`src/skts_pkg.sv`:
```
// Shared types, sizes and helpers for the sorted key table search block.
// No dependencies. Imported by every module of the block.
`default_nettype none

package skts_pkg;

  localparam int MAX_ENTRIES = 128;
  localparam int KEY_CHUNKS  = 4;
  localparam int CHUNK_W     = 64;

  localparam int ENT_W     = $clog2(MAX_ENTRIES + 1);
  localparam int IDX_W     = $clog2(MAX_ENTRIES);
  localparam int POS_W     = $clog2(KEY_CHUNKS + 1);
  localparam int CW        = (KEY_CHUNKS > 1) ? $clog2(KEY_CHUNKS) : 1;
  localparam int ADDR_W    = IDX_W + CW;
  localparam int MEM_DEPTH = MAX_ENTRIES * (2 ** CW);

  localparam logic [1:0] CMD_CLEAR  = 2'd0;
  localparam logic [1:0] CMD_APPEND = 2'd1;
  localparam logic [1:0] CMD_QUERY  = 2'd2;

  typedef struct packed {
    logic [1:0]         cmd;
    logic [CHUNK_W-1:0] key_chunk;
    logic               chunk_last;
  } in_item_t;

  typedef struct packed {
    logic       found;
    logic [6:0] match_index;
  } out_item_t;

  // controller to datapath
  typedef struct packed {
    logic accept;
    logic fill_wr;
    logic search_init;
    logic pick;
    logic step_chunk;
    logic narrow;
    logic res_hit;
    logic res_miss;
    logic out_load;
  } dp_ctl_t;

  // datapath to controller
  typedef struct packed {
    logic fill_req;
    logic search_req;
    logic fill_last;
    logic range_empty;
    logic chunk_eq;
    logic chunk_final;
  } dp_sts_t;

  // Zero the first zero byte and everything after it
  function automatic logic [CHUNK_W-1:0] cut_chunk(input logic [CHUNK_W-1:0] c,
                                                   input logic ended);
    logic [CHUNK_W-1:0] res;
    logic               done;
    res  = '0;
    done = ended;
    for (int i = 7; i >= 0; i--) begin
      if (done || c[8*i +: 8] == 8'h00) begin
        done = 1'b1;
      end else begin
        res[8*i +: 8] = c[8*i +: 8];
      end
    end
    return res;
  endfunction

endpackage

`default_nettype wire

```
`src/skts_ctrl.sv`:
```
// Controller state machine: input acceptance, zero fill of short entries,
// search sequencing and output valid. Uses skts_pkg; drives skts_dp.
`default_nettype none

module skts_ctrl import skts_pkg::*; (
  input  wire logic    clk_i,
  input  wire logic    rst_ni,
  input  wire logic    in_valid_i,
  output logic         in_stall_o,
  output logic         out_valid_o,
  input  wire logic    out_stall_i,
  input  wire dp_sts_t sts_i,
  output dp_ctl_t      ctl_o
);

  typedef enum logic [5:0] {
    ST_IDLE  = 6'b000001,
    ST_FILL  = 6'b000010,
    ST_SINIT = 6'b000100,
    ST_PICK  = 6'b001000,
    ST_RD    = 6'b010000,
    ST_CMP   = 6'b100000
  } state_e;

  state_e state_q, state_d;
  logic   done_q, done_d;
  logic   out_valid_q, out_valid_d;
  logic   out_free;

  assign in_stall_o  = state_q != ST_IDLE || done_q;
  assign out_valid_o = out_valid_q;
  assign out_free    = !out_valid_q || !out_stall_i;

  always_comb begin
    state_d     = state_q;
    done_d      = done_q;
    out_valid_d = out_valid_q && out_stall_i;
    ctl_o       = '0;
    if (done_q && out_free) begin
      ctl_o.out_load = 1'b1;
      out_valid_d    = 1'b1;
      done_d         = 1'b0;
    end
    unique case (state_q)
      ST_IDLE: begin
        if (in_valid_i && !done_q) begin
          ctl_o.accept = 1'b1;
          if (sts_i.fill_req) begin
            state_d = ST_FILL;
          end else if (sts_i.search_req) begin
            state_d = ST_SINIT;
          end
        end
      end
      ST_FILL: begin
        ctl_o.fill_wr = 1'b1;
        if (sts_i.fill_last) begin
          state_d = ST_IDLE;
        end
      end
      ST_SINIT: begin
        ctl_o.search_init = 1'b1;
        state_d           = ST_PICK;
      end
      ST_PICK: begin
        if (sts_i.range_empty) begin
          ctl_o.res_miss = 1'b1;
          done_d         = 1'b1;
          state_d        = ST_IDLE;
        end else begin
          ctl_o.pick = 1'b1;
          state_d    = ST_RD;
        end
      end
      ST_RD: begin
        state_d = ST_CMP;
      end
      ST_CMP: begin
        if (!sts_i.chunk_eq) begin
          ctl_o.narrow = 1'b1;
          state_d      = ST_PICK;
        end else if (sts_i.chunk_final) begin
          ctl_o.res_hit = 1'b1;
          done_d        = 1'b1;
          state_d       = ST_IDLE;
        end else begin
          ctl_o.step_chunk = 1'b1;
          state_d          = ST_RD;
        end
      end
      default: begin
        state_d = ST_IDLE;
      end
    endcase
  end

  always_ff @(posedge clk_i or negedge rst_ni) begin
    if (!rst_ni) begin
      state_q     <= ST_IDLE;
      done_q      <= 1'b0;
      out_valid_q <= 1'b0;
    end else begin
      state_q     <= state_d;
      done_q      <= done_d;
      out_valid_q <= out_valid_d;
    end
  end

endmodule

`default_nettype wire

```
`config.mk`:
```
export PLATFORM = sky130hd
export DESIGN_NAME = skts_ctrl
export DESIGN_NICKNAME = d
export VERILOG_FILES = /design/src/skts_pkg.sv /design/src/skts_ctrl.sv
export SDC_FILE = /design/constraint.sdc
export NUM_CORES = 1
export LEC_CHECK = 0
export BUFFER_PORTS_ARGS = -buffer_cell sky130_fd_sc_hd__buf_4
export CORE_AREA = 4 4 41 43
export CTS_BUF_LIST = sky130_fd_sc_hd__clkbuf_2 sky130_fd_sc_hd__clkbuf_4 sky130_fd_sc_hd__clkbuf_8
export DETAILED_ROUTE_END_ITERATION = 10
export DIE_AREA = 0 0 45 47
export PLACE_DENSITY = 0.76
export SYNTH_ARGS = -nofsm -noshare
export SYNTH_HDL_FRONTEND = slang
export SYNTH_SLANG_ARGS = --single-unit
export TNS_END_PERCENT = 1
```
`constraint.sdc`:
```
create_clock -name clk_i -period 2.1 [get_ports clk_i]
set_input_delay 0.63 -clock clk_i [delete_from_list [all_inputs] [get_ports clk_i]]
set_output_delay 0.63 -clock clk_i [all_outputs]
set_load 0.005 [all_outputs]
```
==> results of run 1 <==
[layout make-up]
cell class / count / area [um^2]
Fill cell: 113 / 529
Multi-Input combinational cell: 42 / 289
Timing Repair Buffer: 30 / 229
Sequential cell: 8 / 201
Clock buffer: 4 / 30.0
Tap cell: 15 / 18.8
Inverter: 1 / 3.75
[cell usage after synthesis, drive strengths merged, types with 2 or more instances]
cell and instances:
nor3b 2, and3 2, nor2 6, nand3 3, or4 2, a21o 2, nor3 3, dfrtp 7
or2 2, nor2b 2, nand2 4
[path summary, 6_finish.rpt]
path	from	to	slack, ns
min in group clk_i	out_valid_o	out_valid_o	0.54
min reg2reg	out_valid_o	out_valid_o	0.54
max	state_q[3]	in_stall_o	-0.39
max reg2reg	state_q[3]	state_q[2]	0.32
min	rst_ni	out_valid_o	0.18
max in group asynchronous	rst_ni	state_q[0]	1.71
[layer usage]
layer / vias up / global-route usage, %
li1: 261 / -
met1: 229 / 15.7
met2: 17 / 21.5
met3: 0 / 3.83
met4: 0 / 5.26
met5: - / 0
[worst max-delay path: stages (launching register included)]
cell     delay (ns)
dfrtp_1        0.38
or4_4          0.53
or2_4          0.25
or3_1          0.30
buf_4          0.14
[stage by stage]
stage,cells,TNS (ns),area [um^2]
2_1_floorplan,51,-0.0523,478
3_3_place_gp,96,-0.325,722
3_5_place_dp,96,-0.399,722
4_1_cts,100,-2.00,762
5_1_grt,100,-2.48,772
6_report,100,-1.69,772
[registers in the layout, indices dropped and copies added (netlist names)]
name,count
state_q,6
done_q,1
out_valid_o,1
[power groups by stage]
stage                     Combinational [mW]  Sequential, mW  Clock (mW)
after floorplan                        0.131           0.203           0
after global placement                 0.285           0.192           0
after detailed placement               0.289           0.192           0
after CTS                              0.301           0.190       0.145
after global routing                   0.342           0.195       0.154
final                                  0.314           0.192       0.138
[kinds of logic after synthesis]
logic type | after synthesis | share of synthesized area [%]
simple gates | 32 | 41.6
compound gates | 10 | 15.4
flops | 8 | 42.1
buf+inv | 1 | 0.785
[timing repair]
action / in CTS / in global routing
pin swaps: 1 / 0
resized for setup: 2 / 2
setup endpoints to repair: 9 / 9
gates cloned: 0 / 0
==> run metrics, run 1 <==
status=finished, violations left; failing checks=setup timing; worst slew pin tran=0.319 ns; hpwl dp=996 um; final cycle utilization of the critical path=118%; Cell variety after synth=32; Fin Hold WS=0.180 ns; Initial DRT Pass Iterations=3; core area=1300 um^2; CTS tree=done; clk_lat worst skew=0.25 ns; Final Hold Vio Count=0; largest area contributor in the netlist=dfrtp_1; largest net degree at the start of global routing=9; CTS H-Tree Depth=1; data arrival time of the worst path=1.86 ns; hold_buf cts=0; Final GP Congestion=0.699; CTS buffer count=3; ratio of cells with drive above 1 in the final layout=49.4%; # IOs=21; die width=45 um; Rows=13; Static Leak=0.415 nW; Nets=96; maxcap violations=0; Fmax=402 MHz; Bufs on Longest Clock Path=2; DRC=0; Synthesized Nets=61; clock transition at the registers of the reported paths=0.06 ns; setup slack after layout=-0.385 ns; vias per cell=5.07; Total Power=0.644 mW; grt ovf=0; WS Path Type=register to output port; highest metal used=met3; Async SR Flop Fraction=100%; top area cells in the synthesized netlist=dfrtp_1 37%, dfstp_2 5.5%, nor2_1 4.7%; Combinational Power Share=48.8%; sequential-to-total area share from yosys stat=42.1%; Primary FF master, synth=dfrtp_1; Avg WL per Cell=12.6 um; CP Launch Type=register; Core Util, Final=59.3%; worst path required time=1.47 ns; first-pass GRT wire length=1960 um; clock power share=21.4%; Area Growth Syn to Fin=61.5%; setup bufs post-CTS=0; M1 WL=581 um; DR WL met3=71 um; vias in the first global route=483; Pint=0.451 mW; initial antenna violation count=0; GRT Total Usage=12.9%; pwr/cell area=834 nW/um^2; die height=47 um; switching power=0.192 mW; peak supply drop=464 uV; Synth top area share=36.6%; most frequent cells in the layout=29 x buf_4, 7 x dfrtp_1, 6 x nor2_1, 4 x nand2_1, 4 x clkbuf_4; most common cell after layout, fill and taps aside=buf_4; Final Setup Violations=9; Tmin final=2.49 ns; Root Buffer=clkbuf_4; Routed WL=1260 um; Final Slew Violations=0; dpl ws=-0.109 ns; register bit total from synthesis=8; Mapped Cells=51; sequential share of power=29.8%; DR WL met2=611 um; post-route ant nets=0; Initial Util=36.7%; Max Fanout on Critical Path=3; via count=507; Net Sw Frac=29.9%; Mapped Area=478 um^2; Critical Path End Type=output port; I/O Buffers=20; Post-synth EDFFs=0; RSZ-0062 raised after global routing=yes; antenna cells=0; Clock Sink Count=8; Layout Skew=0.00172 ns; Die ar.=2120 um^2; Slew HR=78.6%; syn avg cell area=9.37 um^2; R2R cell count=6; Detailed Route Iter0 Violations=7; yosys warns=0; Hold WC Path Type=primary input to async pin
(Power assumes the default switching activity.)
==> run 2: changes to the inputs <==
- PLACE_DENSITY: 0.76 -> 0.66
- clock period: 2.1 -> 3 ns (I/O delays scaled with it)
==> run 2 against run 1 <==
  * The flow now finishes without violations
  * First-iteration DRC count increased by 29%
  * Via count decreased by 11%
  * Sequential power decreased by 24%
  * Sequential cell count unchanged
  * Register-to-register slack improved by 0.96 ns
  * Sequential share of layout area increased by 3.7 points
  * Power decreased by 41%
  * Die area unchanged
  * Global-route usage decreased by 0.63 points
  * Clock-buffer cell count unchanged
==> run metrics, run 2 (same netlist as run 1, synthesis figures left out) <==
initial antenna violation count=0 (unchanged); Fin Hold WS=0.444 ns (+0.264 ns); vias in the first global route=461 (-4.6%); pwr/cell area=565 nW/um^2 (-32%); most frequent cells in the layout=20 x buf_4, 7 x dfrtp_1, 6 x nor2_1, 4 x nand2_1, 4 x clkbuf_4; Initial Util=36.7% (unchanged); final cycle utilization of the critical path=95.3%; Detailed Route Iter0 Violations=9 (+2); worst path required time=2.10 ns (+0.63 ns); data arrival time of the worst path=1.96 ns (+0.10 ns); r2r endpoint=state_q[0]; largest register by flop count=state_q; DRC=0 (unchanged); Root Buffer=clkbuf_4; RR Startpoint=state_q[4]; max reg flops=6 (unchanged); Total Power=0.382 mW (-41%); Final Slew Violations=0 (unchanged); maxcap violations=0 (unchanged); Hold WC Path Type=primary input to async pin; placed cell area=647 um^2 (-10%); CTS H-Tree Depth=1 (unchanged); Static Leak=0.360 nW (-13%); Nets=86 (-10%); Placed Cells=86 (-10%); die height=47 um (unchanged); via count=451 (-11%); Layout Skew=0.00919 ns (+0.00747 ns); Die ar.=2120 um^2 (unchanged); most common cell after layout, fill and taps aside=buf_4; Final GP Congestion=0.793 (+13%); Clock Sink Count=8 (unchanged); Bufs on Longest Clock Path=2 (unchanged); CP Launch Type=register; Avg WL per Cell=11.8 um (-6.4%); status=completed; clock transition at the registers of the reported paths=0.06 ns (about the same); hpwl dp=884 um (-11%); first-pass GRT wire length=1810 um (-7.4%); Routed WL=1070 um (-16%); post-CTS resize count=0 (-2); Fmax=350 MHz; Sum Neg Setup Slack=0 ns (+1.69 ns); fin cells=90 (-10%); vias per cell=5.01 (-1.2%); hold_buf cts=0 (unchanged); I/O Buffers=20 (unchanged); grt ovf=0 (unchanged); post-route ant nets=0 (unchanged); Max Fanout on Critical Path=6 (+3); clk_lat worst skew=0.26 ns (about the same); CTS buffer count=3 (unchanged); Area Growth Syn to Fin=41.6%; dpl ws=0.410 ns (+0.519 ns); ratio of cells with drive above 1 in the final layout=40.0% (-9.4 points); Rows=13 (unchanged); final instance area=677 um^2 (-12%); # IOs=21 (unchanged); Initial DRT Pass Iterations=4 (+1); Final Setup Violations=0 (-9); CTS tree=done; setup slack after layout=0.142 ns (+0.528 ns); core area=1300 um^2 (unchanged); reg2reg setup slack=1.28 ns (+0.96 ns); setup bufs post-CTS=0 (unchanged); WS Path Type=register to output port; R2R cell count=4 (-2); largest net degree at the start of global routing=9 (unchanged); Core Util, Final=52.0% (-7.3 points); Tmin final=2.86 ns; worst slew pin tran=0.414 ns (+0.0955 ns); peak supply drop=226 uV (-51%); die width=45 um (unchanged); GRT Total Usage=12.3% (-0.63 points); antenna cells=0 (unchanged); Critical Path End Type=output port; RSZ-0062 raised after global routing=no; Slew HR=72.1% (-6.4 points); Final Hold Vio Count=0 (unchanged)
run 2: layout make-up:
type	count	area, um^2
repair buffers	20	150
inverters	1	3.75
fillers	137	624
clock buffers	4	30.0
well taps	15	18.8
flip-flops and latches	8	201
multi-input cells	42	273
run 2: worst max-delay path by stage:
stage | startpoint | to | slack, ns | cells after the start
floorplan | state_q[4] | in_stall_o | 0.56 | 3
global placement | state_q[4] | in_stall_o | 0.42 | 4
detailed placement | state_q[4] | in_stall_o | 0.41 | 4
CTS | state_q[4] | in_stall_o | 0.13 | 4
global route | state_q[1] | ctl_o[4] | 0.03 | 5
finish | state_q[4] | in_stall_o | 0.14 | 4
run 2: power breakdown:
group / switching (mW) / internal [mW]
combinational: 0.0624 / 0.0778
sequential: 0.0189 / 0.126
clock: 0.0374 / 0.0600
total: 0.119 / 0.264
run 2: routing by layer:
metal,global-route usage (%),vias to the layer above,routed length (um),share of wire (%)
met5,0,-,0,0
met4,13.5,0,9,0.85
met3,3.07,2,71,6.7
met2,16.7,13,505,47
met1,15.0,200,479,45
li1,-,236,-,-
run 2: worst max-delay path: stages, from the launching register on:
cell and delay [ns]:
dfrtp_1 0.42, or4_4 0.57, or2_4 0.27, or3_1 0.30, buf_4 0.14
